[config.mk]
export PLATFORM = sky130hd
export DESIGN_NAME = oca_div_step
export DESIGN_NICKNAME = d
export VERILOG_FILES = /design/src/hw/rtl/oca_pkg.sv /design/src/hw/rtl/oca_div_step.sv
export SDC_FILE = /design/constraint.sdc
export NUM_CORES = 1
export LEC_CHECK = 0
export BUFFER_PORTS_ARGS = -buffer_cell sky130_fd_sc_hd__buf_2
export CAP_MARGIN = 30
export CORE_ASPECT_RATIO = 0.6
export CORE_MARGIN = 2
export CORE_UTILIZATION = 38
export DETAILED_ROUTE_END_ITERATION = 8
export PLACE_DENSITY = 0.79
export SLEW_MARGIN = 20
export SYNTH_ARGS = -nofsm -noshare
export SYNTH_HDL_FRONTEND = slang
export SYNTH_SLANG_ARGS = --single-unit
[constraint.sdc]
create_clock -name vclk -period 4.12
set_clock_uncertainty 0.2 [all_clocks]
set_input_delay 0.824 -clock vclk [all_inputs]
set_output_delay 0.824 -clock vclk [all_outputs]
set_load 0.005 [all_outputs]
[src/hw/rtl/oca_pkg.sv]
`default_nettype none
package oca_pkg;

  localparam int W = 32;
  // front stage, multiplier stage, one stage per quotient bit, finish stage
  localparam int NSTG = W + 3;

  localparam logic [2:0] FN_ADD = 3'd0;
  localparam logic [2:0] FN_SUB = 3'd1;
  localparam logic [2:0] FN_MUL = 3'd2;
  localparam logic [2:0] FN_DIV = 3'd3;
  localparam logic [2:0] FN_NEG = 3'd4;

  typedef enum logic [1:0] {
    ST_OK      = 2'd0,
    ST_OVF     = 2'd1,
    ST_NEG_REF = 2'd2,
    ST_DIV_Z   = 2'd3
  } status_t;

  localparam logic [W-1:0] SMIN = {1'b1, {(W-1){1'b0}}};
  localparam logic [W-1:0] SMAX = {1'b0, {(W-1){1'b1}}};
  localparam logic [W-1:0] ONES = {W{1'b1}};

  typedef struct packed {
    logic [2:0]   op;
    logic         sgn;
    logic         neg;
    status_t      st;
    logic [W-1:0] res;
    logic [W-1:0] rem;
    logic [W-1:0] quo;
    logic [W-1:0] dvs;
  } rec_t;

  function automatic logic [W-1:0] mag(input logic [W-1:0] v, input logic sgn);
    mag = (sgn && v[W-1]) ? (~v + 1'b1) : v;
  endfunction

endpackage
`default_nettype wire

[src/hw/rtl/oca_div_step.sv]
`default_nettype none
module oca_div_step (
  input  oca_pkg::rec_t rec_i,
  output oca_pkg::rec_t rec_o
);
  import oca_pkg::*;

  logic [W:0] t, d;

  // restoring step: shift in next dividend bit, subtract if it fits
  assign t = {rec_i.rem, rec_i.quo[W-1]};
  assign d = t - {1'b0, rec_i.dvs};

  always_comb begin
    rec_o = rec_i;
    if (rec_i.op == FN_DIV) begin
      if (!d[W]) begin
        rec_o.rem = d[W-1:0];
        rec_o.quo = {rec_i.quo[W-2:0], 1'b1};
      end else begin
        rec_o.rem = t[W-1:0];
        rec_o.quo = {rec_i.quo[W-2:0], 1'b0};
      end
    end
  end
endmodule
`default_nettype wire

### After elaboration in Yosys (flattened, before gate mapping)

Index checks and enable logic that the tools add are counted.

* muxes and demuxes: 2
* equal/unequal tests: 1
* add/sub/neg operators: 1

Operators with widths (count)
* 64-bit 2-to-1 mux: 2
* 33-bit by 32-bit subtractor with 33-bit output: 1
* 3-bit by 2-bit == test with 1-bit output (second input constant): 1

* logic and storage cells: 4
* register bits: 0

### Depth between registers and ports, before layout

* depth in word-level cells: 3
* mapped depth: 13
* mapped depth without buffers: 12

### Worst setup path after synthesis

OpenSTA, ideal clock, no wires.

* path kind: in2out
* start point: in rec_i[63] in the netlist's numbering
* end point: out rec_o[64] in the netlist's numbering
* required time: 3.096 ns
* path buffers: 0
* cell stages on the path: 12
* data arrival time: 3.228 ns
* path slack: -0.132 ns
* cell sequence: inv_1 > ha_1 > fa_1 > nand2b_1 > a21oi_2 > o41ai_2 > a21oi_2 > a41oi_2 > o21ai_4 > xor2_4 > mux2_2 > o21ai_1

RTL lines
* start, declared: RTL line oca_div_step.sv:3 `input oca_pkg::rec_t rec_i,`
* end, declared: RTL line oca_div_step.sv:4 `output oca_pkg::rec_t rec_o`

==> summary.txt <==
seq_cells = 0
Hold Fails Final Rpt = 0
Setup WS pre-CTS = -0.527 ns
Clock Buffer Count = 0
share of layout cells above drive strength 1 = 0.431
via density per instance = 4.91
Slew @ Worst Pin = 0.634 ns
Post-DP HPWL = 9240 µm
area share of the leading cell type in the synthesized netlist = 0.161
final WL = 11400 µm
gr usage total = 0.210
largest net degree at the start of global routing = 56
Iter 0 DRT Violations = 234
fillers = 913
Mapped Cells = 566
startpoint types = primary input
Die ar. = 9990 µm²
DRC viols = 0
Setup CP Type = primary input to primary output
Critical Path AT = 3.45 ns
max-slew violations = 0
initial core utilization = 0.385
syn nets = 734
commonest non-fill, non-tap cell in the layout = buf_2
fmax = 0.224 GHz
synth warn = 0
Setup WS post-layout = -0.352 ns
failing checks = setup timing
Die X = 128 µm
Leakage = 2.85 nW
final setup vio count = 33
Post-DRT Antenna Nets = 0
Post-CTS Hold Fix Bufs = 0
worst min path class = primary input to primary output
Placed Instance Area = 4700 µm²
Post-Syn Area = 3490 µm²
height of the chip = 78.2 µm
fin cells = 884
period utilization = 1.09
worst IR drop on VDD = 73.7 µV
max_slew headroom = 0.577
Seq/Total Area, Yosys = 0
Core ar. = 9050 µm²
Avg Synthesized Cell Area = 6.17 µm²
area occupied by multi-input gates = 2860 µm²
antenna violations before repair = 0
top post-synthesis cells by area = nand2_1 (16%), buf_4 (15%), ha_1 (11%), mux2i_1 (7.5%), a21oi_1 (4.6%)
Max-Cap Viols = 0
nets@finish = 938
most frequent cells in the layout = buf_2 (196), nand2_1 (150), buf_4 (87)
vias in the first global route = 3801
CP max FO = 5
routability cong. = 0.910
final instance area = 4970 µm²
std cell rows = 27
Required @ worst endpoint = 3.10 ns
I/O Buffers = 198
status = finished with violations
number of library cell types mapped by synthesis = 53
Tmin final = 4.47 ns
Pwr per Cell Area = 162 nW/µm²
antenna diode count = 0
global-route wire length before repair = 17600 µm
dpl cells = 869
routed length per instance = 12.9 µm
DRT Pass-1 Iters = 4
Ports = 270
Area Growth Syn to Fin = 42.4%
post-synth top area cell = nand2_1
Seq. cell area = 0 µm²
RSZ-0062 raised after global routing = true
CP endpoint kind = primary output
aggregate global routing overflow = 0
routed via count = 4340
-- metrics by stage --
stage	util	hold slack, ns	TNS, ns	total power [W]
finish	0.549	1.45	-9.01	0.000804
global route	0.549	1.45	-13.05	0.000880
CTS	0.545	1.45	-8.58	0.000791
detailed placement	0.519	1.45	-14.49	0.000713
global placement	0.519	1.45	-11.49	0.000706
floorplan	-	1.53	-2.09	0.000474
-- cell families (layout without fill, tap and decap cells) --
kind of cell | after synthesis | count (layout) | synth area share
buffers and inverters | 130 | 332 | 0.223
adders and majority gates | 33 | 33 | 0.120
AOI/OAI and AO/OA | 130 | 130 | 0.237
muxes | 28 | 28 | 0.0810
and+or+nand+nor | 215 | 215 | 0.258
xor gates and xnor gates | 30 | 30 | 0.0807
-- cell usage after synthesis (all sizes together) (5+ instances only) --
master	number
a21oi	35
and3	5
buf	78
nand2	151
nor2	24
o21ai	49
xnor2	17
inv	38
clkbuf	14
xor2	13
a21o	8
nor2b	6
mux2i	26
o21bai	5
nand3	8
ha	32
a31oi	6
o211ai	5
-- report_power, final --
group	total [W]	switching [W]	leakage [nW]	internal, W
clock	0	0	0	0
combinational	0.000804	0.000389	2.85	0.000415
sequential	0	0	0	0
total	0.000804	0.000389	2.85	0.000415
-- worst max-delay path, stage by stage --
cell      delay (ns)
buf_8           0.09
inv_12          0.03
ha_4            0.15
fa_2            0.34
nand2b_4        0.16
a21oi_4         0.15
o41ai_4         0.11
a21oi_2         0.22
a41oi_2         0.18
o21ai_4         0.21
xor2_4          0.25
buf_4           0.16
buf_8           0.12
mux2i_2         0.23
o21ai_1         0.07
buf_2           0.15
-- layout make-up --
type | instances | area share
inverters | 38 | 0.0312
repair buffers | 294 | 0.365
multi-input cells | 436 | 0.575
well taps | 116 | 0.0292
-- routing by layer --
layer,share of wire,wire length (µm),vias to the layer above,global-route usage
met5,0,0,-,0
met1,0.50,5660,1924,0.307
li1,-,-,2243,-
met4,0.0044,50,0,0.00989
met3,0.074,849,8,0.0382
met2,0.43,4860,165,0.334
-- what timing repair did --
action / in CTS / in global routing
cloned: 2 / 0
resized for setup: 18 / 17
setup endpoints to repair: 33 / 33
setup buffers: 12 / 3
pin swaps: 17 / 4
-- final timing paths --
path,from,to,depth (start not counted)
worst min-delay path,rec_i[114],rec_o[114],0
worst max-delay path,rec_i[63],rec_o[81],16
Power figures use the tool's default switching activity.
