`src/hw/rtl/oca_pkg.sv`:
```
`default_nettype none
package oca_pkg;

  localparam int W = 32;
  // front stage, multiplier stage, one stage per quotient bit, finish stage
  localparam int NSTG = W + 3;

  localparam logic [2:0] FN_ADD = 3'd0;
  localparam logic [2:0] FN_SUB = 3'd1;
  localparam logic [2:0] FN_MUL = 3'd2;
  localparam logic [2:0] FN_DIV = 3'd3;
  localparam logic [2:0] FN_NEG = 3'd4;

  typedef enum logic [1:0] {
    ST_OK      = 2'd0,
    ST_OVF     = 2'd1,
    ST_NEG_REF = 2'd2,
    ST_DIV_Z   = 2'd3
  } status_t;

  localparam logic [W-1:0] SMIN = {1'b1, {(W-1){1'b0}}};
  localparam logic [W-1:0] SMAX = {1'b0, {(W-1){1'b1}}};
  localparam logic [W-1:0] ONES = {W{1'b1}};

  typedef struct packed {
    logic [2:0]   op;
    logic         sgn;
    logic         neg;
    status_t      st;
    logic [W-1:0] res;
    logic [W-1:0] rem;
    logic [W-1:0] quo;
    logic [W-1:0] dvs;
  } rec_t;

  function automatic logic [W-1:0] mag(input logic [W-1:0] v, input logic sgn);
    mag = (sgn && v[W-1]) ? (~v + 1'b1) : v;
  endfunction

endpackage
`default_nettype wire

```
`src/hw/rtl/oca_mul.sv`:
```
`default_nettype none
module oca_mul (
  input  oca_pkg::rec_t rec_i,
  output oca_pkg::rec_t rec_o
);
  import oca_pkg::*;

  logic [2*W-1:0] prod;

  assign prod = rec_i.quo * rec_i.dvs;

  always_comb begin
    rec_o = rec_i;
    if (rec_i.op == FN_MUL) begin
      // full product: high half in rem, low half in quo
      rec_o.rem = prod[2*W-1:W];
      rec_o.quo = prod[W-1:0];
    end
  end
endmodule
`default_nettype wire

```
`config.mk`:
```
export PLATFORM = sky130hd
export DESIGN_NAME = oca_mul
export DESIGN_NICKNAME = d
export VERILOG_FILES = /design/src/hw/rtl/oca_pkg.sv /design/src/hw/rtl/oca_mul.sv
export SDC_FILE = /design/constraint.sdc
export NUM_CORES = 2
export LEC_CHECK = 0
export ABC_AREA = 1
export BUFFER_PORTS_ARGS = -buffer_cell sky130_fd_sc_hd__buf_2
export CORE_MARGIN = 1.5
export CORE_UTILIZATION = 40
export DETAILED_ROUTE_END_ITERATION = 8
export PLACE_DENSITY = 0.64
export SLEW_MARGIN = 20
export SYNTH_ARGS = -nofsm -noshare
export SYNTH_HDL_FRONTEND = slang
export SYNTH_SLANG_ARGS = --single-unit
```
`constraint.sdc`:
```
create_clock -name vclk -period 6.3
set_input_delay 0.315 -clock vclk [all_inputs]
set_output_delay 0.315 -clock vclk [all_outputs]
set_load 0.02 [all_outputs]
```
== Word-level counts from Yosys, hierarchy flattened ==
Index checks and enable logic that the tools add are counted.

* Multipliers: 1
* Eq/ne operators: 1
* Multiplexer cells: 1

{| class="wikitable"
|+ Operators with widths
! kind !! number
|-
| 32-bit by 32-bit multiplier with 64-bit output || 1
|-
| 64-bit two-way mux || 1
|-
| 3-bit by 2-bit == test with 1-bit output, second input constant || 1
|}

* Register bits: 0
* Input port bits: 135
* Output and inout bits: 135
* Word-level logic and storage cells: 3

== Depth between registers and ports, before layout ==
* Depth in word-level cells: 2
* Mapped depth: 32
* Gate-level depth less buffers: 30

== Worst setup path after synthesis ==
No wires, ideal clock.

* Kind: in2out
* From: input rec_i[49] (netlist bit)
* To: output rec_o[59] (netlist bit)
* Data arrival time: 6.376 ns
* Data required time: 5.985 ns
* Slack: -0.391 ns
* Stages on the path: 23
* Cells stage by stage: clkbuf_1 clkbuf_1 nand2_1 inv_1 fa_1 fa_1 inv_1 fa_1 fa_1 inv_1 fa_1 fa_1 fa_1 fa_1 ha_1 nand2_1 inv_1 nand2_1 inv_1 a21oi_1 nand3_2 xnor2_1 o21ai_0

{| class="wikitable"
|+ RTL lines
! element !! RTL line !! RTL
|-
| start: declaration || oca_mul.sv:3 || <nowiki>input oca_pkg::rec_t rec_i,</nowiki>
|-
| end: declaration || oca_mul.sv:4 || <nowiki>output oca_pkg::rec_t rec_o</nowiki>
|}

==> run_summary.xml <==
<?xml version="1.0" encoding="UTF-8"?>
<metrics>
  <group name="logic_synthesis">
    <metric name="yosysMostFrequentCell" unit="">sky130_fd_sc_hd__inv_1</metric>
    <metric name="postSynthAreaPerCell" unit="µm²">7.206</metric>
    <metric name="synth_top_cell_area_share" unit="%">48.14</metric>
    <metric name="post_synth_num_cell_types" unit="">33</metric>
    <metric name="ys_top_cells_by_area" unit="">sky130_fd_sc_hd__fa_1 48%, sky130_fd_sc_hd__inv_1 17%, sky130_fd_sc_hd__nand2_1 16%</metric>
    <metric name="synth_seq_area_share" unit="%">0</metric>
    <metric name="post_syn_instances" unit="">5171</metric>
    <metric name="post_synth_instance_area" unit="µm²">37260</metric>
    <metric name="synth_top_cells_by_count" unit="">1689 x sky130_fd_sc_hd__inv_1, 1630 x sky130_fd_sc_hd__nand2_1, 896 x sky130_fd_sc_hd__fa_1</metric>
    <metric name="syn_nets" unit="">6465</metric>
    <metric name="yosysWarningCount" unit="">0</metric>
    <metric name="yosysTopAreaCell" unit="">sky130_fd_sc_hd__fa_1</metric>
  </group>
  <group name="routing">
    <metric name="avgViaCountPerCell" unit="">4.757</metric>
    <metric name="drc_errors" unit="">0</metric>
    <metric name="met2WireLength" unit="mm">60.20</metric>
    <metric name="avg_wl_per_cell" unit="µm">17.70</metric>
    <metric name="met3RoutedLength" unit="mm">6.759</metric>
    <metric name="dr_total_vias" unit="">32240</metric>
    <metric name="initialDrtViolationCount" unit="">2072</metric>
    <metric name="wirelength_met1" unit="mm">48.97</metric>
    <metric name="topRoutingLayerUsed" unit="">met4</metric>
    <metric name="drt_pre_antenna_iters" unit="">8</metric>
    <metric name="drt-total-wl" unit="mm">119.9</metric>
    <metric name="ant_nets" unit="">0</metric>
  </group>
  <group name="finish">
    <metric name="n_fill_cell" unit="">8770</metric>
    <metric name="finish.net_count" unit="">6830</metric>
    <metric name="share_of_cells_above_drive_strength_1" unit="%">24.70</metric>
    <metric name="final_area" unit="µm²">46780</metric>
    <metric name="clock_buffer_count" unit="">0</metric>
    <metric name="n_antenna_cell" unit="">0</metric>
    <metric name="synthToLayoutAreaGrowth" unit="%">25.54</metric>
    <metric name="count_of_sequential_standard_cells" unit="">0</metric>
    <metric name="post_layout_nonfiller_instances" unit="">6777</metric>
    <metric name="final-seq-area" unit="µm²">0</metric>
  </group>
  <group name="setup_path">
    <metric name="worstSetupEndpointType" unit="">output port</metric>
    <metric name="critical_path_arrival" unit="ns">6.71</metric>
    <metric name="slowest_delay" unit="ns">0.58</metric>
    <metric name="critical_path_required" unit="ns">5.98</metric>
    <metric name="crit_top_cell" unit="">sky130_fd_sc_hd__fa_1</metric>
    <metric name="cp_slowest_cell" unit="">sky130_fd_sc_hd__fa_2</metric>
    <metric name="critical_path_class" unit="">input pin to output port</metric>
    <metric name="worstPathMaxFanout" unit="">5</metric>
    <metric name="crit_path_start_kind" unit="">input pin</metric>
  </group>
  <group name="flow_run">
    <metric name="max_cap_viol" unit="">0</metric>
  </group>
  <group name="grt">
    <metric name="via_count_of_the_first_global_routing_pass" unit="">33976</metric>
    <metric name="grt_start_max_net_pins" unit="">50</metric>
    <metric name="grt_antenna_before_repair" unit="">2</metric>
    <metric name="first_pass_grt_wire_length" unit="mm">187.6</metric>
    <metric name="grt_use_total" unit="%">25.34</metric>
    <metric name="grt_overflow" unit="">0</metric>
  </group>
  <group name="place">
    <metric name="numPlacedInstances" unit="">6691</metric>
    <metric name="dpl_cell_area" unit="µm²">42380</metric>
    <metric name="gp_routability_congestion" unit="">0.9466</metric>
    <metric name="port-buffer-count" unit="">198</metric>
    <metric name="hpwlAfterDp" unit="mm">101.2</metric>
    <metric name="pre_cts_slack" unit="ns">-1.080</metric>
  </group>
  <group name="floorplan">
    <metric name="io_pins" unit="">270</metric>
    <metric name="die_h" unit="µm">308.2</metric>
    <metric name="initial_core_util" unit="%">40.53</metric>
    <metric name="number_of_standard_cell_rows_in_the_floorplan" unit="">111</metric>
    <metric name="coreArea" unit="µm²">91940</metric>
    <metric name="die_area" unit="µm²">94990</metric>
    <metric name="die_x" unit="µm">308.2</metric>
  </group>
  <group name="sta">
    <metric name="worst_slack" unit="ns">-0.7234</metric>
    <metric name="final.min_clock_period" unit="ns">7.023</metric>
    <metric name="count_of_endpoints_failing_hold_in_the_final_timing_report" unit="">0</metric>
    <metric name="maxSlewViolCount" unit="">0</metric>
    <metric name="worst_max_slew_margin_expressed_relative_to_the_limit" unit="%">42.79</metric>
    <metric name="rsz0062_at_grt" unit="">true</metric>
    <metric name="timing.setup.tns" unit="ns">-29.82</metric>
    <metric name="finalSetupViolCount" unit="">53</metric>
    <metric name="tightestPinTransition" unit="ns">0.8581</metric>
    <metric name="fmaxAchievable" unit="GHz">0.1424</metric>
    <metric name="timing.final.crit_share" unit="%">111.5</metric>
  </group>
  <group name="status">
    <metric name="failed_checks" unit="">setup timing</metric>
    <metric name="outcome" unit="">complete, but fails checks</metric>
  </group>
  <group name="worst_hold_path">
    <metric name="min-delay-path-class" unit="">input pin to output port</metric>
  </group>
</metrics>
==> path summary, 6_finish.rpt <==
check	start	endpoint	slack (ns)	cells after the start
worst max-delay path	rec_i[48]	rec_o[95]	-0.72	30
worst min-delay path	rec_i[101]	rec_o[101]	0.63	0
==> cell type report <==
type,instances,area (µm²),area share (%)
well taps,1243,1555,3.325
inverters,1701,6397,13.68
multi-input cells,3163,32200,68.83
repair buffers,670,6628,14.17
==> per-layer routing <==
metal | vias to the layer above | track usage [%]
met5 | - | 0
met4 | 0 | 5.831
met3 | 229 | 2.034
met2 | 1001 | 45.07
met1 | 16227 | 33.45
li1 | 14783 | -
==> through the flow <==
stage	util, %	hold WS (ns)
6_report	50.88	0.6300
5_1_grt	50.88	0.6300
4_1_cts	48.73	0.6301
3_5_place_dp	46.10	0.6301
3_3_place_gp	46.10	0.6301
2_1_floorplan	-	0.7426
==> what timing repair did <==
action	4_1_cts	5_1_grt
setup buffers	35	47
hold buffers	0	0
gates cloned	5	7
pin swaps	195	257
resized for setup	570	447
endpoints found under the setup margin	54	54
==> cell families after synthesis <==
logic type                 synth area share (%)
AOI/OAI and AO/OA                         1.303
xor gates and xnor gates                 0.7052
adders and majority gates                 56.97
buffers and inverters                     20.95
and+or+nand+nor                           20.07
==> layout by cell type (no fill, tap or decap), types with 46 or more instances in the layout <==
master                    netlist  layout
sky130_fd_sc_hd__inv_1       1689    1588
sky130_fd_sc_hd__buf_12         0      80
sky130_fd_sc_hd__nand2_2       20     176
sky130_fd_sc_hd__inv_2         10     106
sky130_fd_sc_hd__ha_1         263     211
sky130_fd_sc_hd__nand3_1       78      49
sky130_fd_sc_hd__buf_6          0     101
sky130_fd_sc_hd__buf_2          3      95
sky130_fd_sc_hd__fa_2           0     110
sky130_fd_sc_hd__nand2_1     1630    1407
sky130_fd_sc_hd__fa_1         896     786
sky130_fd_sc_hd__nand2_4        0      61
sky130_fd_sc_hd__ha_4           0      46
sky130_fd_sc_hd__buf_4         71     359
==> critical path, delay by kind of cell <==
family / cells / cell delay, ns
buf+inv: 10 / 0.88
compound gates: 1 / 0.10
fa+ha+maj: 9 / 4.48
simple gates: 10 / 0.92
Power is left out: the tool's default activity adds up to more than one toggle a clock period on the data nets, which glitch-free logic cannot reach.
