**config.mk**
```make
export PLATFORM = sky130hd
export DESIGN_NAME = oca_finish
export DESIGN_NICKNAME = d
export VERILOG_FILES = /design/src/hw/rtl/oca_pkg.sv /design/src/hw/rtl/oca_finish.sv
export SDC_FILE = /design/constraint.sdc
export NUM_CORES = 1
export LEC_CHECK = 0
export ABC_AREA = 1
export BUFFER_PORTS_ARGS = -buffer_cell sky130_fd_sc_hd__buf_4
export CAP_MARGIN = 20
export CORE_AREA = 4 4 102 104
export DETAILED_ROUTE_END_ITERATION = 8
export DIE_AREA = 0 0 106 108
export PLACE_DENSITY = 0.71
export SLEW_MARGIN = 10
export SYNTH_ARGS = -nofsm -noshare
export SYNTH_HDL_FRONTEND = slang
export SYNTH_SLANG_ARGS = --single-unit
```
**constraint.sdc**
```tcl
create_clock -name vclk -period 6.4
set_input_delay 0.64 -clock vclk [all_inputs]
set_output_delay 0.64 -clock vclk [all_outputs]
set_load 0.01 [all_outputs]
```
**src/hw/rtl/oca_pkg.sv**
```systemverilog
`default_nettype none
package oca_pkg;

  localparam int W = 32;
  // front stage, multiplier stage, one stage per quotient bit, finish stage
  localparam int NSTG = W + 3;

  localparam logic [2:0] FN_ADD = 3'd0;
  localparam logic [2:0] FN_SUB = 3'd1;
  localparam logic [2:0] FN_MUL = 3'd2;
  localparam logic [2:0] FN_DIV = 3'd3;
  localparam logic [2:0] FN_NEG = 3'd4;

  typedef enum logic [1:0] {
    ST_OK      = 2'd0,
    ST_OVF     = 2'd1,
    ST_NEG_REF = 2'd2,
    ST_DIV_Z   = 2'd3
  } status_t;

  localparam logic [W-1:0] SMIN = {1'b1, {(W-1){1'b0}}};
  localparam logic [W-1:0] SMAX = {1'b0, {(W-1){1'b1}}};
  localparam logic [W-1:0] ONES = {W{1'b1}};

  typedef struct packed {
    logic [2:0]   op;
    logic         sgn;
    logic         neg;
    status_t      st;
    logic [W-1:0] res;
    logic [W-1:0] rem;
    logic [W-1:0] quo;
    logic [W-1:0] dvs;
  } rec_t;

  function automatic logic [W-1:0] mag(input logic [W-1:0] v, input logic sgn);
    mag = (sgn && v[W-1]) ? (~v + 1'b1) : v;
  endfunction

endpackage
`default_nettype wire

```
**src/hw/rtl/oca_finish.sv**
```systemverilog
`default_nettype none
module oca_finish (
  input  oca_pkg::rec_t rec_i,
  output oca_pkg::rec_t rec_o
);
  import oca_pkg::*;

  logic [W-1:0] lim;
  logic [W-1:0] sval;

  assign lim  = rec_i.neg ? SMIN : SMAX;
  assign sval = rec_i.neg ? (~rec_i.quo + 1'b1) : rec_i.quo;

  always_comb begin
    rec_o = rec_i;
    case (rec_i.op)
      FN_MUL: begin
        rec_o.res = sval;
        if (rec_i.rem != '0 || (rec_i.sgn && rec_i.quo > lim)) rec_o.st = ST_OVF;
      end
      FN_DIV: rec_o.res = sval;
      default: rec_o.res = rec_i.res;
    endcase
    if (rec_o.st != ST_OK) rec_o.res = '0;
  end
endmodule
`default_nettype wire
```
======== Yosys cells after proc, flatten, opt, wreduce, memory -nomap -nowiden ========
Index checks and enable logic that the tools add are counted.
word-level totals
  bits in registers ....................... 0
  output and inout bits ................... 135
  input port bits ......................... 135
  word-level logic and storage cells ...... 16
operators by class
  eq/ne operators ......................... 2
  magnitude comparators ................... 1
  bitwise operators ....................... 1
  multiplexer cells ....................... 6
  reduce and logical (&&, ||, !) cells .... 5
  add/subtract/negate cells ............... 1
operator list
  operator                                       number
  two-way mux 32 bit                             4
  adder 32 x 1 -> 32 bit, second input constant  1
  greater-than comparator 32 bit                 1
  inverter 32 bit                                1
  nonzero test 32 bit                            1
  == test 3 x 2 -> 1 bit, second input constant  2
  two-way mux 2 bit                              2
  nonzero test 2 bit                             1
  OR reduction 2 bit                             1
  logical AND 1 bit                              1
  logical OR 1 bit                               1

======== Longest topological paths before layout ========
Gate-level depths: netlist (run 1).
  word-level depth ........................ 8
  depth in mapped cells ................... 21
  mapped depth without buffers ............ 18

======== Least setup slack after synthesis (run 1) ========
OpenSTA, ideal clock, no wires.
  path kind ............................... input to output
  from .................................... in rec_i[130] (netlist bit)
  to ...................................... out rec_o[100] (netlist bit)
  required time ........................... 5.760 ns
  setup slack ............................. 3.220 ns
  stages on the path ...................... 15
  path buffers ............................ 3
  data arrival time ....................... 2.540 ns
  path through ............................ buf_2 -> inv_1 -> clkbuf_1 -> ha_1 -> a21oi_1 -> o21a_1 -> nand2_1 -> a21oi_1 -> nand2_1 -> nand2_1 -> nand2_1 -> nand2_1 -> nand3_2 -> buf_2 -> nor2_1
RTL lines
  what                RTL line         source
  start: declaration  oca_finish.sv:3  input oca_pkg::rec_t rec_i,
  end: declaration    oca_finish.sv:4  output oca_pkg::rec_t rec_o

==> results of run 1 <==
[power groups by stage]
stage / Sequential (W) / Combinational (W) / Clock, W
after floorplan: 0 / 0.000169 / 0
after global placement: 0 / 0.000259 / 0
after detailed placement: 0 / 0.000263 / 0
after CTS: 0 / 0.000264 / 0
after global routing: 0 / 0.000290 / 0
final: 0 / 0.000260 / 0
[routing by layer]
layer  global-route usage, %  up-vias  wire length [um]
met5                       0        -                 0
met4                   3.330        0               208
met3                   3.403       18               930
met2                   38.89      181              6148
met1                   19.27     1599              4207
li1                        -     1856                 -
[final cells by class]
class,instances,area [um^2],share of cell area [%]
inverters,44,165.2,4.139
multi-input cells,383,2105,52.74
well taps,133,166.4,4.171
repair buffers,207,1554,38.95
[kinds of logic after synthesis]
group           count (synthesis)  synth area share (%)
simple gates                  262                 37.72
buf+inv                       159                 31.95
xor+xnor                       13                 3.695
mux                             2                0.6496
compound gates                 73                 12.59
fa+ha+maj                      33                 13.40
[worst max path at each step]
stage / startpoint / slack, ps / endpoint
6_report: rec_i[130] / 1860 / rec_o[127]
5_1_grt: rec_i[130] / 1510 / rec_o[127]
4_1_cts: rec_i[130] / 1820 / rec_o[127]
3_5_place_dp: rec_i[130] / 1830 / rec_o[127]
3_3_place_gp: rec_i[130] / 1980 / rec_o[127]
2_1_floorplan: rec_i[130] / 3220 / rec_o[100]
[cell usage after synthesis (2+ instances only)]
cell and count:
nand2_1 109, buf_4 101, nor2_1 80, inv_1 35, ha_1 33, o21ai_0 28
nand3_1 25, a21oi_1 22, o21ai_1 13, xor2_1 12, nor3_1 9, inv_2 8
nand4_1 8, nor4_1 8, buf_2 7, nand2_2 6, clkbuf_1 5, nand3_2 4
nor2_2 3, nor2_4 3, a21o_1 2, buf_1 2, mux2i_1 2, nand3b_1 2
o21a_1 2
[stage by stage]
step / instances / worst slack [ps] / hold WS, ps
6_report: 767 / 1860 / 1280
5_1_grt: 767 / 1514 / 1280
4_1_cts: 767 / 1822 / 1280
3_5_place_dp: 767 / 1828 / 1280
3_3_place_gp: 767 / 1976 / 1280
2_1_floorplan: 542 / 3220 / 1372
==> metrics.md, run 1 <==
| Metric | Value |
|---|---|
| Hold Crit Endpoint | `rec_o[17]` |
| Sw Ratio | `between 50% and 60%` |
| Routed WL per cell | `about 15 um` |
| Max Clk Rate | `0.2202 GHz` |
| Area Growth Syn to Fin | `29.48%` |
| Initial core utilization | `32.27%` |
| Maxcap violations | `0` |
| Storage element area | `0 um^2` |
| Pin slew with the least headroom to its limit | `716.1 ps` |
| Sequential fraction of the synthesis area | `0%` |
| CP required | `5760 ps` |
| Pwr per Cell Area | `65.10 nW/um^2` |
| Syn Inst Count | `between 500 and 600` |
| Outcome | `finished clean` |
| Vias | `3654` |
| Mapped Area | `around 3100 um^2` |
| Critical Path Slowest Stage Cell | `inv_1` |
| Rows | `36` |
| Crit Path Max Fanout | `59` |
| # resized after CTS | `0` |
| Gr ovfl total | `0` |
| Synth Net Count | `710` |
| Die H | `108 um` |
| Initial antenna violation count | `0` |
| Clock buffer count | `0` |
| Routed wire length | `11500 um` |
| # hold bufs at CTS | `0` |
| Ratio of cells with drive above 1 in the final layout | `about 37%` |
| Power Total | `0.0002598 W` |
| CP dominant cell by count | `nand2_1` |
| Worst hold path type | `input port to output port` |
| Core area | `9549 um^2` |
| Net count, final | `804` |
| Yosys top cell area share | `24.60%` |
| VDD IR max | `0.03491 mV` |
| Ant. Diodes | `0` |
| RD Place Congestion | `0.8809` |
| Int Pwr | `0.0001242 W` |
| Fin Setup TNS | `0 ps` |
| Number of global-route vias before repair | `3622` |
| Maximum number of pins on one net before global-route repair | `60` |
| Final setup vio count | `0` |
| Yosys warning total | `0` |
| Buffers on Ports | `206` |
| Hold Path Origin | `rec_i[17]` |
| Rel. slew slack | `52.20%` |
| Largest stage delay on the critical path | `530 ps` |
| Max-slew violations | `0` |
| Syn Area/Cell | `between 5 and 6 um^2` |
| Buf/Inv on CP | `3` |
| Global-route wire length before repair | `17710 um` |
| NetSw | `0.0001356 W` |
| Initial DRC Count | `142` |
| Period utilization | `70.94%` |
| Most frequent cells in the layout | `buf_4 (207), nand2_1 (109), nor2_1 (79)` |
| Final hold vios | `0` |
| Detailed-router iteration count before antenna repair | `4` |
| Die Wd | `106 um` |
| Tmin final | `4540 ps` |
| Gr usage total | `18.64%` |
| CP arrival | `approximately 4000 ps` |
| DP Area | `around 4000 um^2` |
| Yosys cell types | `38` |
| Final core occ | `between 40% and 50%` |
| Design Area, Final | `3990 um^2` |
| Post-CTS setup buffers | `0` |
| Sequential Power Share | `0%` |
| Most common cell after layout, fill and taps aside | `buf_4` |
| Crit Path Class | `input port to output port` |
| Worst-path cell chain | `buf_4 > inv_1 > ha_1 > nand2_1 > nor2_1 > nand2_1 > nor2_1 > a21boi_1 > nand2_1 > nand2_1 > nand2_1 > nand3_2 > nor2_1 > buf_4` |
| Post-synth top area cell | `buf_4` |
| Worst path top cell family by delay | `simple AND/OR/NAND/NOR gates` |
| Fillers | `1033` |
| Via-to-Cell Ratio | `4.764` |
| Crit. End Element | `output port` |
| CP Depth | `14` |
| ANT nets after route | `0` |
| CP Launch Type | `input port` |
| Clock power share | `0%` |
| I/O pin cnt | `270` |
| Unrepaired setup endpoints after global routing | `no` |
| Sequential cell count | `0` |
| Lkg Pwr | `roughly 2.2 nW` |
| Dpl hpwl | `around 9900 um` |
| Largest cells by area after synthesis | `buf_4 (25%), ha_1 (13%), nand2_1 (13%), nor2_1 (9.7%), o21ai_0 (4.5%)` |
| Residual DRC count | `0` |
| WHS Path Cells | `0` |
| Die Area | `about 11000 um^2` |
| Combinational power share | `100.0%` |
No activity file was read; power rests on OpenSTA's default activity.
==> inputs of run 2 (changes only) <==
CORE_AREA = 4 4 104 106   (was 4 4 102 104)
DIE_AREA = 0 0 108 110   (was 0 0 106 108)
clock period = 3.85 ns   (was 6.4 ns; I/O delays follow)
==> metrics.md, run 2 (synthesized netlist as in run 1, its figures left out) <==
| Metric | Value |
|---|---|
| Outcome | `finished clean` |
| Initial core utilization | `31.53% (-0.74 points)` |
| Storage element area | `0 um^2 (unchanged)` |
| CP arrival | `2720 ps (-1180 ps)` |
| Pwr per Cell Area | `107.9 nW/um^2 (+66%)` |
| WHS Path Cells | `0 (unchanged)` |
| Rows | `36 (unchanged)` |
| ANT nets after route | `0 (unchanged)` |
| CP Launch Type | `input port` |
| Initial antenna violation count | `0 (unchanged)` |
| CP required | `3460 ps (-2300 ps)` |
| NetSw | `0.0002242 W (+65%)` |
| Area Growth Syn to Fin | `30.21%` |
| Routed wire length | `11260 um (-2.0%)` |
| VDD IR max | `0.06137 mV (+76%)` |
| Via-to-Cell Ratio | `4.648 (-2.4%)` |
| Fin Setup TNS | `0 ps (unchanged)` |
| Ant. Diodes | `0 (unchanged)` |
| Most frequent cells in the layout | `buf_4 (210), nand2_1 (109), nor2_1 (79)` |
| Post-place setup slack | `720.5 ps (-1108 ps)` |
| Gr usage total | `17.81% (-0.83 points)` |
| Final hold vios | `0 (unchanged)` |
| Rel. slew slack | `67.51% (+15 points)` |
| Sequential Power Share | `0% (unchanged)` |
| Detailed-router iteration count before antenna repair | `4 (unchanged)` |
| Die Wd | `108 um (+1.9%)` |
| Global-route wire length before repair | `17290 um (-2.4%)` |
| Gr ovfl total | `0 (unchanged)` |
| # resized after CTS | `0 (unchanged)` |
| Sequential cell count | `0 (unchanged)` |
| Lkg Pwr | `2.166 nW (+0.65%)` |
| Period utilization | `around 81%` |
| RD Place Congestion | `0.8127 (-7.7%)` |
| Initial DRC Count | `147 (+3.5%)` |
| Max Clk Rate | `0.3216 GHz` |
| Tmin final | `3110 ps` |
| I/O pin cnt | `270 (unchanged)` |
| Pin slew with the least headroom to its limit | `487.3 ps (-228.9 ps)` |
| Residual DRC count | `0 (unchanged)` |
| Min setup slack post-route | `740.3 ps (-1119 ps)` |
| Clock buffer count | `0 (unchanged)` |
| Max-slew violations | `0 (unchanged)` |
| Ratio of cells with drive above 1 in the final layout | `37.21% (+0.30 points)` |
| Maximum number of pins on one net before global-route repair | `56 (-6.7%)` |
| Core area | `9774 um^2 (+2.4%)` |
| Combinational power share | `100.0% (about the same)` |
| Fillers | `1048 (+1.5%)` |
| Vias | `3579 (-2.1%)` |
| Die Area | `11880 um^2 (+3.8%)` |
| Dpl hpwl | `9661 um (-2.3%)` |
| Unrepaired setup endpoints after global routing | `no` |
| Crit Path Class | `input port to output port` |
| Post-CTS setup buffers | `0 (unchanged)` |
| Most common cell after layout, fill and taps aside | `buf_4` |
| Worst hold path type | `input port to output port` |
| # hold bufs at CTS | `0 (unchanged)` |
| Number of global-route vias before repair | `3599 (-0.64%)` |
| Crit. End Element | `output port` |
| Die H | `110 um (+1.9%)` |
| Maxcap violations | `0 (unchanged)` |
| Net count, final | `807 (+0.37%)` |
| Hold Path Origin | `rec_i[26]` |
| Buffers on Ports | `206 (unchanged)` |
| Sw Ratio | `51.81% (-0.38 points)` |
| Clock power share | `0% (unchanged)` |
| Crit Path Max Fanout | `37 (-37%)` |
| Final setup vio count | `0 (unchanged)` |
| Hold Crit Endpoint | `rec_o[26]` |
| Int Pwr | `0.0002086 W (+68%)` |
| Routed WL per cell | `14.63 um (-2.4%)` |
==> run 2: final cells by class <==
cell class                      instances  area (um^2)  share of cell area [%]
Tap cell                              133        166.4                   4.147
Multi-Input combinational cell        383         2105                   52.45
Inverter                               44        165.2                   4.116
Timing Repair Buffer                  210         1577                   39.29
==> run 2: how the worst max path moves through the flow <==
stage	from	to	slack, ps	cells after the start
6_report	rec_i[130]	rec_o[117]	740	16
5_1_grt	rec_i[130]	rec_o[118]	440	16
4_1_cts	rec_i[130]	rec_o[119]	720	16
3_5_place_dp	rec_i[130]	rec_o[119]	720	16
3_3_place_gp	rec_i[130]	rec_o[119]	790	16
2_1_floorplan	rec_i[130]	rec_o[100]	1180	15
==> run 2: routing by layer <==
layer  track usage, %  wire length, um  vias up
li1                 -                -     1862
met1            20.87             4574     1558
met2            34.99             5748      139
met3            1.864              733       20
met4            3.336              206        0
met5                0                0        -
==> run 2: power groups by stage <==
stage / sequential [W] / clock (W) / combinational [W]
floorplan: 0 / 0 / 0.000281
global placement: 0 / 0 / 0.000432
detailed placement: 0 / 0 / 0.000438
CTS: 0 / 0 / 0.000440
global route: 0 / 0 / 0.000487
finish: 0 / 0 / 0.000433
==> run 2: stage by stage <==
stage | total power [W] | utilization [%] | std cells | cell area [um^2] | hold slack [ps]
after floorplan | 0.0002810 | - | 542 | 3082 | 861.8
after CTS | 0.0004400 | 41.05 | 770 | 4013 | 770.1
after global placement | 0.0004318 | 41.05 | 770 | 4013 | 770.1
final | 0.0004328 | 41.05 | 770 | 4013 | 770.0
after global routing | 0.0004867 | 41.05 | 770 | 4013 | 770.0
after detailed placement | 0.0004385 | 41.05 | 770 | 4013 | 770.1
==> run 2: critical path, cell delays in order <==
cell     delay (ps)
buf_4           340
buf_4           350
ha_1            300
a21oi_1         140
o21ai_0         100
nand2_1          70
nand2_1          40
a21oi_1         120
nand2_1          70
nand2_1          50
nand2_1          60
nand2_1          90
nand3_2          60
buf_4           240
nor2_1          140
buf_4           130
