===== src/hw/rtl/oca_pkg.sv =====
`default_nettype none
package oca_pkg;

  localparam int W = 32;
  // front stage, multiplier stage, one stage per quotient bit, finish stage
  localparam int NSTG = W + 3;

  localparam logic [2:0] FN_ADD = 3'd0;
  localparam logic [2:0] FN_SUB = 3'd1;
  localparam logic [2:0] FN_MUL = 3'd2;
  localparam logic [2:0] FN_DIV = 3'd3;
  localparam logic [2:0] FN_NEG = 3'd4;

  typedef enum logic [1:0] {
    ST_OK      = 2'd0,
    ST_OVF     = 2'd1,
    ST_NEG_REF = 2'd2,
    ST_DIV_Z   = 2'd3
  } status_t;

  localparam logic [W-1:0] SMIN = {1'b1, {(W-1){1'b0}}};
  localparam logic [W-1:0] SMAX = {1'b0, {(W-1){1'b1}}};
  localparam logic [W-1:0] ONES = {W{1'b1}};

  typedef struct packed {
    logic [2:0]   op;
    logic         sgn;
    logic         neg;
    status_t      st;
    logic [W-1:0] res;
    logic [W-1:0] rem;
    logic [W-1:0] quo;
    logic [W-1:0] dvs;
  } rec_t;

  function automatic logic [W-1:0] mag(input logic [W-1:0] v, input logic sgn);
    mag = (sgn && v[W-1]) ? (~v + 1'b1) : v;
  endfunction

endpackage
`default_nettype wire


===== src/hw/rtl/oca_front.sv =====
`default_nettype none
module oca_front (
  input  wire logic [2:0]              func,
  input  wire logic [oca_pkg::W-1:0]   opa,
  input  wire logic [oca_pkg::W-1:0]   opb,
  input  wire logic                    sgn,
  output oca_pkg::rec_t                rec
);
  import oca_pkg::*;

  logic         na, nb;
  logic [W-1:0] sum, dif;
  logic         ucarry;

  assign na = opa[W-1];
  assign nb = opb[W-1];
  assign {ucarry, sum} = {1'b0, opa} + {1'b0, opb};
  assign dif = opa - opb;

  always_comb begin
    rec = '0;
    rec.op = func;
    rec.sgn = sgn;
    rec.st = ST_OK;
    case (func)
      FN_ADD: begin
        rec.res = sum;
        if (sgn ? (na == nb && sum[W-1] != na) : ucarry) rec.st = ST_OVF;
      end
      FN_SUB: begin
        rec.res = dif;
        if (sgn ? (na != nb && dif[W-1] != na) : (opb > opa)) rec.st = ST_OVF;
      end
      FN_MUL: begin
        rec.quo = mag(opa, sgn);
        rec.dvs = mag(opb, sgn);
        rec.neg = sgn && (na != nb) && (opa != '0) && (opb != '0);
      end
      FN_DIV: begin
        rec.quo = mag(opa, sgn);
        rec.dvs = mag(opb, sgn);
        rec.neg = sgn && (na != nb);
        if (opb == '0) rec.st = ST_DIV_Z;
        else if (sgn && opa == SMIN && opb == ONES) rec.st = ST_OVF;
      end
      FN_NEG: begin
        if (!sgn) rec.st = ST_NEG_REF;
        else if (opa == SMIN) rec.st = ST_OVF;
        else rec.res = ~opa + 1'b1;
      end
      default: rec.res = '0;
    endcase
  end
endmodule
`default_nettype wire


===== config.mk =====
export PLATFORM = sky130hd
export DESIGN_NAME = oca_front
export DESIGN_NICKNAME = d
export VERILOG_FILES = /design/src/hw/rtl/oca_pkg.sv /design/src/hw/rtl/oca_front.sv
export SDC_FILE = /design/constraint.sdc
export NUM_CORES = 1
export LEC_CHECK = 0
export ABC_AREA = 1
export BUFFER_PORTS_ARGS = -buffer_cell sky130_fd_sc_hd__buf_2
export CORE_MARGIN = 5
export CORE_UTILIZATION = 30
export DETAILED_ROUTE_END_ITERATION = 8
export GPL_ROUTABILITY_DRIVEN = 1
export PLACE_DENSITY = 0.62
export SLEW_MARGIN = 30
export SYNTH_ARGS = -nofsm -noshare
export SYNTH_HDL_FRONTEND = slang
export SYNTH_SLANG_ARGS = --single-unit

===== constraint.sdc =====
create_clock -name vclk -period 2.5
set_input_delay 0.5 -clock vclk [all_inputs]
set_output_delay 0.5 -clock vclk [all_outputs]
set_load 0.1 [all_outputs]

**After elaboration in Yosys (flattened, before gate mapping)**

Cells that the tools add are included.

- Output and inout port bits: 135
- Input port bits: 68
- Logic and storage cells: 47
- Flip-flop bits (word level): 0

- Bitwise logic cells: 2
- Magnitude comparators: 1
- Reduce and logical (&&, ||, !) cells: 14
- Mux-type cells: 16
- Equal/unequal tests: 10
- $add $sub $neg: 4

Operators by type and width:

| operator | count |
|---|---|
| 32-bit two-way mux | 4 |
| 32-bit one-hot mux with 3 select lines | 1 |
| 32-bit by 1-bit adder with 32-bit output (second input constant) | 2 |
| 32-bit equality test (second input constant) | 2 |
| 64-bit two-way mux | 1 |
| 32-bit inverter | 2 |
| 32-bit nonzero test | 2 |
| 32-bit by 32-bit adder with 33-bit output | 1 |
| 32-bit > comparator | 1 |
| 32-bit logical NOT | 1 |
| 32-bit subtractor | 1 |
| 1-bit logical AND | 9 |
| 2-bit one-hot mux with 4 select lines | 1 |
| 3-bit by 2-bit equality test with 1-bit output (second input constant) | 2 |
| 1-bit two-way mux | 6 |
| 2-bit two-way mux | 2 |
| 3-bit by 1-bit equality test with 1-bit output (second input constant) | 1 |
| 3-bit equality test (second input constant) | 1 |
| 3-bit logical NOT | 1 |
| 1-bit inequality test | 3 |
| 1-bit one-hot mux with 2 select lines | 1 |
| 2-bit OR reduction | 1 |
| 1-bit equality test | 1 |

**Longest topological paths before layout**

Gate-level depths: netlist (run 1).

- Word-level depth: 6
- Gate-level depth with buffers: 17
- Gate-level depth less buffers: 17

**Worst setup path after synthesis (run 1)**

Ideal clock, no wire load.

- Path kind: input to output
- Start: in opb[0] (netlist name)
- End: out rec[31] (netlist name)
- Cell stages on the path: 9
- Data required time: 2000 ps
- Data arrival time: 4200 ps
- Path buffers: 0
- Slack: -2200 ps
- Cell sequence: nor3_2 nand3_1 nor2_2 nand3_1 nor2_2 nand2_1 nand2_2 nand2_1 nor4_1

RTL lines:

| what | RTL line | source |
|---|---|---|
| start: declaration | oca_front.sv:5 | `input wire logic [oca_pkg::W-1:0] opb,` |
| end: declaration | oca_front.sv:7 | `output oca_pkg::rec_t rec` |

==> results.md, run 1 <==
* Gr usage total at 32.3%
* Switching share of power at 60.7%
* Required time worst endpoint at ~2000 ps
* YS warnings at 0
* Drt pass-1 iters at 6
* Crit share post-route at 121%
* Hold path depth at 3
* Rows at 58
* Gr busiest metal: met2
* Share of power burned in registers at 0%
* # IOs at about 200
* Setup Viol. Count Final at 83
* Die width at 169 µm
* Kind of critical path: primary input to output pin
* Setup TNS at -26,620 ps
* Worst hold path startpoint: opb[3]
* Number of flip-flops and latches at 0
* Core box area at ~25,000 µm²
* Failing checks: setup timing
* Initial DRC count at 1,344
* P_int at 0.00202 W
* Crit path DAT at roughly 2500 ps
* Pwr dens at 267 nW/µm²
* Hold path endpoint: rec[3]
* Routed via count at 13,900
* Register area at 0 µm²
* Largest net degree at the start of global routing at 30
* Met2 usage at 53.0%
* # diodes at 0
* Starting Density at 30.3%
* Area share of the largest cell type after synthesis at 18.5%
* Clk pwr share at 0%
* Routed len/inst at approximately 22 µm
* Area growth, synth to finish at 155%
* Met1 Track Usage GR at 44.7%
* Switching power total at 0.00313 W
* Met3 usage in global routing at 3.78%
* Cell count after synthesis at between 1,000 and 1,500
* Hold Fails Final Rpt at 0
* Clk_buf instances at 0
* Fill cell count at 1,588
* Grt ovf at 0
* Seq/Total Area, Yosys at 0%
* VDD IR-drop max at 0.000189 V
* CP Launch Type: primary input
* HP Class: primary input to output pin
* Synth area leader: nand2_1
* Max-Cap Viols at 0
* First-pass GRT wire length at 72,700 µm
* Post-route ant nets at 0
* Vias in the first global route at 13,000
* Largest fanout on the critical path at 4
* Synthesized area per cell at roughly 5.1 µm²
* Outcome: finished, violations left
* CTS Hold Bufs at 0
* Static leakage at approximately 8.7 nW
* DR DRC count at 0
* Vias/cell at 5.60
* Die area at 28,500 µm²
* Max Slew Vio Count at 0
* Combinational power share at between 90% and 100%
* Share of cells above drive strength 1 at roughly 66%
* Worst hold slack at 1380 ps
* Cell Area, Synth at 7560 µm²
* Global placer's final weighted congestion at 1.02
* Tmin final at between 3000 and 4000 ps
* Fin util at 77.3%
* Wirelength, routed at ~54,000 µm
* Synth cell types at 49
* Final net count at 2,294
* PortBufs at 171
* Worst setup margin at -518 ps
* Crit path capture type: output pin
* Dpl hpwl at 38,800 µm
* Unrepaired setup endpoints after global routing: yes
* Die Height at 169 µm
* Max Fclk at 331 MHz
* Antenna violations before repair at 0
* Largest cells by area after synthesis: nand2_1 18%, ha_1 11%, nor2_1 10%, nand3_1 9.8%, inv_1 9.7%
stage by stage:
step	setup slack, ps	cell area, µm²	total power [W]	cells
detailed placement	-674	15000	0.00408	2375
floorplan	-982	9620	0.00245	1519
CTS	-395	17500	0.00463	2429
global placement	-650	15000	0.00405	2375
global route	-572	19300	0.00534	2485
finish	-518	19300	0.00515	2485
cell usage in the layout, fill, tap and decap left out, drive strengths merged, types with 7 or more instances in the layout:
cell type,n
a21boi,11
conb,32
o21bai,19
xnor2,8
nand3,151
xor2,20
or2,11
o21ai,84
nor4,7
ha,67
buf,705
inv,195
nand2,375
nor3,39
a21oi,109
nand4,33
nor2,224
o221ai,7
o211ai,10
worst max-delay path: stages:
cell	delay, ps
buf_12	120
inv_16	60
ha_4	120
inv_4	30
fa_2	340
nand2_2	90
nand2_2	50
nand3b_1	100
nand2_2	90
nand2_2	70
nand2_2	70
nand2_2	70
nand2_2	80
a21boi_1	140
o21ai_1	120
o211ai_1	210
buf_12	230
cell families after synthesis:
kind of cell	synth area share [%]
XOR/XNOR	3.25
adder cells (fa/ha/maj)	11.6
buffers and inverters	15.9
other	0.0496
AO/OA/AOI/OAI	19.7
AND/OR/NAND/NOR	49.5
repair_timing:
action                     in CTS  in global routing
gates resized for setup       542                329
setup endpoints to repair      87                 88
pin swaps                     187                189
gates cloned                    0                  2
setup buffers                  63                 73
power groups by stage:
stage	Sequential, W	Combinational, W	Clock, W
floorplan	0	0.00245	0
global placement	0	0.00405	0
detailed placement	0	0.00408	0
CTS	0	0.00463	0
global route	0	0.00534	0
finish	0	0.00515	0
layer usage:
metal / up-vias / part of all wire, %
met4: 0 / 5.1
met1: 6668 / 40
met2: 866 / 47
li1: 6162 / -
met5: - / 0
met3: 210 / 8.8
synthesized netlist by cell type, types with 5 or more instances:
cell / number
xnor2_1: 8
ha_1: 67
a21oi_1: 107
nand4_1: 32
or2_2: 7
buf_4: 36
nor4_1: 7
nand2_1: 372
a21boi_0: 11
o21bai_1: 19
nor2_2: 9
nor3_1: 36
o21ai_1: 8
nand3_1: 148
a21o_1: 5
clkbuf_1: 22
buf_2: 17
inv_1: 196
o221ai_1: 7
o21ai_0: 76
nor2_1: 211
xor2_1: 20
o211ai_1: 10
nand3b_1: 6
final cells by class:
class / instances / area [µm²] / share of cell area, %
tap: 330 / 413 / 2.14
multi-input combinational: 1242 / 10700 / 55.5
inverter: 201 / 925 / 4.79
timing repair buffer: 711 / 7240 / 37.5
timing repair inverter: 1 / 11.3 / 0.0583
worst max path at each step:
stage	from	to	slack (ps)	cells after the start
final	opa[0]	rec[112]	-520	17
after global routing	opb[3]	rec[120]	-570	18
after CTS	opa[0]	rec[128]	-400	20
after detailed placement	opb[2]	rec[128]	-670	17
after global placement	opb[2]	rec[128]	-650	17
after floorplan	opb[2]	rec[112]	-980	11
Note: power is estimated with default switching activity, not from simulation.
==> run 2, diff against run 1 <==
Settings changed: CELL_PAD_IN_SITES_DETAIL_PLACEMENT set to 1, CELL_PAD_IN_SITES_GLOBAL_PLACEMENT set to 2, CORE_UTILIZATION 30 to 24, PLACE_DENSITY 0.62 to 0.91, SLEW_MARGIN 30 to 0.
==> run 2 against run 1 <==
Compared with the run above: the run now fails in global routing (5_1_grt); synthesized cell count unchanged; synthesized area unchanged.
==> results.md, run 2 <==
* Outcome: aborted with a tool error
* Fail Step: global routing (5_1_grt)
* Tool Error: [ERROR GRT-0232] Routing congestion too high. Check the congestion heatmap in the GUI.
* Area share of the largest cell type after synthesis at between 10% and 20%
* Synth top cells by count: 372 x nand2_1, 211 x nor2_1, 196 x inv_1, 148 x nand3_1, 107 x a21oi_1
* Starting Density at 24.1%
* # IOs at 203
* PortBufs at 171
* YS warnings at 0
* Synthesized area per cell at between 5 and 6 µm²
* CTS Hold Bufs at 0
* Dpl hpwl at 47,200 µm
* Area post-placement at 15,000 µm²
* Placed Instances at 2,442
* Top-count cell post-synth: nand2_1
* Seq/Total Area, Yosys at 0%
* Synth area leader: nand2_1
* Global placer's final weighted congestion at 1.03
* Worst endpoint type: primary output
* GR repair worst EP: rec[120]
* Synth cell types at 49
* Cell count after synthesis at 1,488
* Antenna violations before repair at 4
* Largest cells by area after synthesis: nand2_1 18%, ha_1 11%, nor2_1 10%, nand3_1 9.8%, inv_1 9.7%
* Die Height at 187 µm
* Largest net degree at the start of global routing at 38
* Gr usage total at 74.1%
* Die width at 187 µm
* Grt ovf at 114
* Rows at 65
* Cell Area, Synth at ~7600 µm²
## run 2: cell counts after synthesis
Identical to the previous run, type by type.
## run 2: timing repair
| item | in CTS |
|---|---|
| pin swaps | 242 |
| gates resized for setup | 763 |
| setup buffers | 120 |
| endpoints found under the setup margin | 89 |
## run 2: through the flow
stage | worst slack (ps) | util [%]
3_3_place_gp | -660 | 48.0
3_5_place_dp | -767 | 48.0
2_1_floorplan | -982 | -
4_1_cts | -577 | 60.3
## run 2: cells by family after synthesis
family | count (synthesis) | synth area share, %
compound gates | 261 | 19.7
xor+xnor | 28 | 3.25
fa+ha+maj | 69 | 11.6
buf+inv | 277 | 15.9
other cells | 1 | 0.0496
simple gates | 852 | 49.5
## run 2: layer usage
metal / GRT overflow / track usage [%]
met5: 0 / 38.5
met4: 51 / 74.4
met3: 2 / 58.8
met2: 57 / 91.1
met1: 4 / 72.4
==> run 3, diff against run 2 <==
Settings changed: CELL_PAD_IN_SITES_DETAIL_PLACEMENT 1 to not set, CELL_PAD_IN_SITES_GLOBAL_PLACEMENT 2 to not set, CORE_UTILIZATION 24 to 20, PLACE_DENSITY 0.91 to not set, PLACE_DENSITY_LB_ADDON set to 0.15.
Clock period 2.5 ns to 3.25 ns, I/O delays scaled along.
==> run 3 against run 2 <==
Compared with the run above: the flow now finishes, with violations (setup timing).
==> results.md, run 3 (synthesis results as in run 1) <==
* Routed via count at 11,900
* Starting Density at 20.2%
* First-pass GRT wire length at around 70,000 µm
* Rows at 71
* Post-route ant nets at 0
* DR DRC count at 0
* Core box area at roughly 37,000 µm²
* CP endpoint: rec[112]
* Gr usage total at between 20% and 30%
* Met1 Track Usage GR at between 30 and 40%
* Register area at 0 µm²
* Required time worst endpoint at ~2600 ps
* Place WS at -313 ps
* Initial DRC count at 752
* Die Height at a little over 200 µm
* Drt pass-1 iters at 6
* Largest fanout on the critical path at 5
* Vias/cell at 4.73
* Area growth, synth to finish at 106%
* Crit share post-route at 103%
* Antenna violations before repair at 1
* Static leakage at 7.17 nW
* Number of flip-flops and latches at 0
* Global placer's final weighted congestion at 0.994
* Dpl hpwl at roughly 40,000 µm
* HP Class: primary input to output pin
* Max Slew Vio Count at 0
* Setup Viol. Count Final at 12
* Design area at around 16,000 µm²
* Crit path from: opa[1]
* # IOs at approximately 200
* Worst setup margin at -99.9 ps
* PortBufs at around 170
* CP Launch Type: primary input
* Routed len/inst at 18.8 µm
* Share of cells above drive strength 1 at between 50% and 60%
* Max-Slew Margin vs Limit at 58.7%
* Area post-placement at between 10,000 and 15,000 µm²
* # diodes at 0
* Max-Cap Viols at 0
* Failing checks: setup timing
* Max Fclk at around 300 MHz
* Commonest non-fill, non-tap cells in the layout: 378 x buf_4, 306 x nand2_1, 149 x inv_1, 134 x nor2_1
* Kind of critical path: primary input to output pin
* Clk_buf instances at 0
* Largest net degree at the start of global routing at 48
* Grt ovf at 0
* Crit path capture type: output pin
* Fin util at 41.5%
* Met2 usage at 35.4%
* Tmin final at about 3300 ps
* Vias in the first global route at 11,800
* Gr busiest metal: met2
* Crit path DAT at roughly 2700 ps
* Met3 usage in global routing at 1.22%
* Most common cell after layout, fill and taps aside: buf_4
* Final net count at 2,151
* Fill cell count at 3,979
* Unrepaired setup endpoints after global routing: yes
* Die area at ~42,000 µm²
* Outcome: finished, violations left
* VDD IR-drop max at approximately 0.000097 V
* Worst-Margin Slew at 618 ps
* Wirelength, routed at 47,400 µm
* Pwr dens at between 200 and 250 nW/µm²
* Hold Fails Final Rpt at 0
* Die width at just over 200 µm
* CTS Hold Bufs at 0
run 3: repair_timing:
| action | 4_1_cts | 5_1_grt |
|---|---|---|
| pin swaps | 37 | 72 |
| resized for setup | 171 | 272 |
| setup endpoints to repair | 47 | 63 |
| buffers inserted | 20 | 15 |
| endpoints found under the hold margin | 0 | 0 |
| cloned | 1 | 0 |
run 3: power by group:
| group | switching [W] | total [W] | internal [W] | leakage [nW] |
|---|---|---|---|---|
| combinational | 0.00205 | 0.00327 | 0.00122 | 7.17 |
| sequential | 0 | 0 | 0 | 0 |
| clock | 0 | 0 | 0 | 0 |
run 3: cell type report:
type                       count  area [µm²]  area share (%)
timing repair buffer         569        5550            35.7
multi-input combinational   1242        8550            55.0
tap                          511         639            4.11
inverter                     201         816            5.25
run 3: through the flow:
stage                     cells  hold WS, ps  TNS [ps]  total power (W)
after floorplan            1519         1480     -4120          0.00167
after global placement     2490         1710     -7420          0.00291
after detailed placement   2490         1710     -7210          0.00292
after CTS                  2511         1710      -367          0.00307
after global routing       2523         1720     -2970          0.00345
final                      2523         1720      -494          0.00327
run 3: how the worst min path moves through the flow:
stage | start | end | cells past startpoint
finish | func[1] | rec[133] | 2
global route | func[1] | rec[133] | 2
CTS | func[1] | rec[133] | 2
detailed placement | func[1] | rec[133] | 2
global placement | func[1] | rec[133] | 2
floorplan | sgn | rec[63] | 1
run 3: per-layer routing:
layer	wire (µm)	part of all wire [%]
met1	21900	46
met2	21700	46
met3	2600	5.5
met4	1290	2.7
met5	13	0.027
run 3: critical path, stage by stage:
cell and delay, ps:
buf_12 120, inv_12 50, ha_4 130, nor3b_4 310, buf_6 160, nand4_4 120
nor2_4 140, nand3b_1 120, nand2_4 140, buf_8 150, or2_1 110, o211ai_1 200
clkbuf_16 270
==> run 4, diff against run 3 <==
Settings changed: CORE_ASPECT_RATIO set to 1.25.
==> run 4 against run 3 <==
Compared with the run above: wire length rose by 6.8%; critical endpoint unchanged; worst setup slack improved by 12 ps; die area hardly changed; first-iteration DRC count fell by 0.40%; critical path depth stayed put; the run still ends with setup timing left; cell count is 0.16% higher; combinational power is 5% higher; via count is 0.86% higher; largest cell class unchanged; global-route usage grew 1.0 points.
==> results.md, run 4 (synthesis results as in run 1) <==
* Largest net degree at the start of global routing at 39
* Pwr dens at 213 nW/µm²
* Global placer's final weighted congestion at 0.988
* CP Launch Type: primary input
* Worst hold slack at 1710 ps
* Initial DRC count at 749
* Met3 usage in global routing at 1.85%
* Max-Cap Viols at 0
* Failing checks: setup timing
* HP Class: primary input to output pin
* Setup TNS at -336 ps
* Unrepaired setup endpoints after global routing: yes
* Gr busiest metal: met2
* Vias in the first global route at around 11,000
* Register area at 0 µm²
* Number of flip-flops and latches at 0
* VDD IR-drop max at 0.000125 V
* First-pass GRT wire length at 71,500 µm
* Rows at 79
* Wirelength, routed at 50,700 µm
* Core box area at approximately 37,000 µm²
* Final net count at 2,179
* Max Slew Vio Count at 0
* Share of cells above drive strength 1 at 53.4%
* Drt pass-1 iters at 5
* Commonest non-fill, non-tap cells in the layout: 405 x buf_4, 287 x nand2_1, 146 x inv_1, 128 x nor2_1, 100 x buf_12
* Dpl hpwl at 43,700 µm
* Die area at about 42,000 µm²
* Kind of critical path: primary input to output pin
* Tmin final at 3340 ps
* Setup Viol. Count Final at 8
* Crit path DAT at 2690 ps
* CTS Hold Bufs at 0
* Clk_buf instances at 0
* Largest fanout on the critical path at 4
* Routed len/inst at 20.1 µm
* Crit share post-route at 103%
* # IOs at 203
* Die Height at between 200 and 250 µm
* Area post-placement at 13,700 µm²
* PortBufs at 171
* DR DRC count at 0
* Vias/cell at 4.77
* Required time worst endpoint at 2600 ps
* Most common cell after layout, fill and taps aside: buf_4
* Met2 usage at 41.6%
* Max Fclk at 300 MHz
* Post-route ant nets at 0
* Antenna violations before repair at 2
* Worst setup margin at -87.7 ps
* Design area at 16,100 µm²
* Area growth, synth to finish at 113%
* Static leakage at 7.38 nW
* Met1 Track Usage GR at 27.6%
* Crit path capture type: output pin
* Grt ovf at 0
* Max-Slew Margin vs Limit at about two thirds
* Die width at between 150 and 200 µm
* Routed via count at 12,000
* Worst-Margin Slew at 500 ps
* Starting Density at between 20% and 30%
* Outcome: finished, violations left
* Hold Fails Final Rpt at 0
* Gr usage total at 22.4%
==> run 4: cell count changes in the layout (fill, tap and decap cells not counted), sizes merged <==
cell | previous run | this run
diode | 0 | 1
buf | 563 | 592
clkbuf | 6 | 5
==> run 4: metrics by stage <==
| step | instances | power (W) | utilization (%) | setup slack (ps) |
|---|---|---|---|---|
| global route | 2526 | 0.00360 | 43.1 | -169 |
| finish | 2527 | 0.00343 | 43.1 | -87.7 |
| floorplan | 1519 | 0.00167 | - | -532 |
| global placement | 2481 | 0.00298 | 36.8 | -436 |
| CTS | 2499 | 0.00318 | 39.4 | -61.8 |
| detailed placement | 2481 | 0.00298 | 36.8 | -386 |
==> run 4: where the power goes <==
group	internal, W	switching (W)	total (W)
clock	0.0000000000411	0	0.0000000000411
sequential	0	0	0
combinational	0.00130	0.00213	0.00343
==> run 4: path summary, 6_finish.rpt <==
check	slack, ps	start	depth (start not counted)	to
worst max-delay path	-90	opa[10]	13	rec[112]
worst min-delay path	1710	func[1]	2	rec[133]
==> run 4: worst max-delay path, stage by stage <==
cell	delay, ps
buf_2	160
ha_4	230
inv_2	70
buf_6	100
nand2_2	60
buf_6	130
nor3_4	200
and2_4	170
nand2_2	60
nand2_4	100
o21ai_2	60
o211ai_1	400
clkbuf_16	290
==> run 4: layer usage <==
layer	vias up	routed length (µm)	part of all wire (%)
li1	5938	-	-
met1	5648	20000	40
met2	384	26100	52
met3	71	2470	4.9
met4	4	2030	4.0
met5	-	27	0.053
==> run 4: final cells by class <==
cell class / instances / area, µm²
inverter: 201 / 833
fill: 3955 / 21200
multi-input combinational: 1242 / 8850
antenna: 1 / 2.50
timing repair buffer: 597 / 5770
tap: 486 / 608
==> run 4: timing repair <==
item / CTS / global route
pin swaps: 47 / 109
setup endpoints to repair: 43 / 54
cloned: 0 / 1
resized for setup: 229 / 307
buffers inserted: 18 / 28
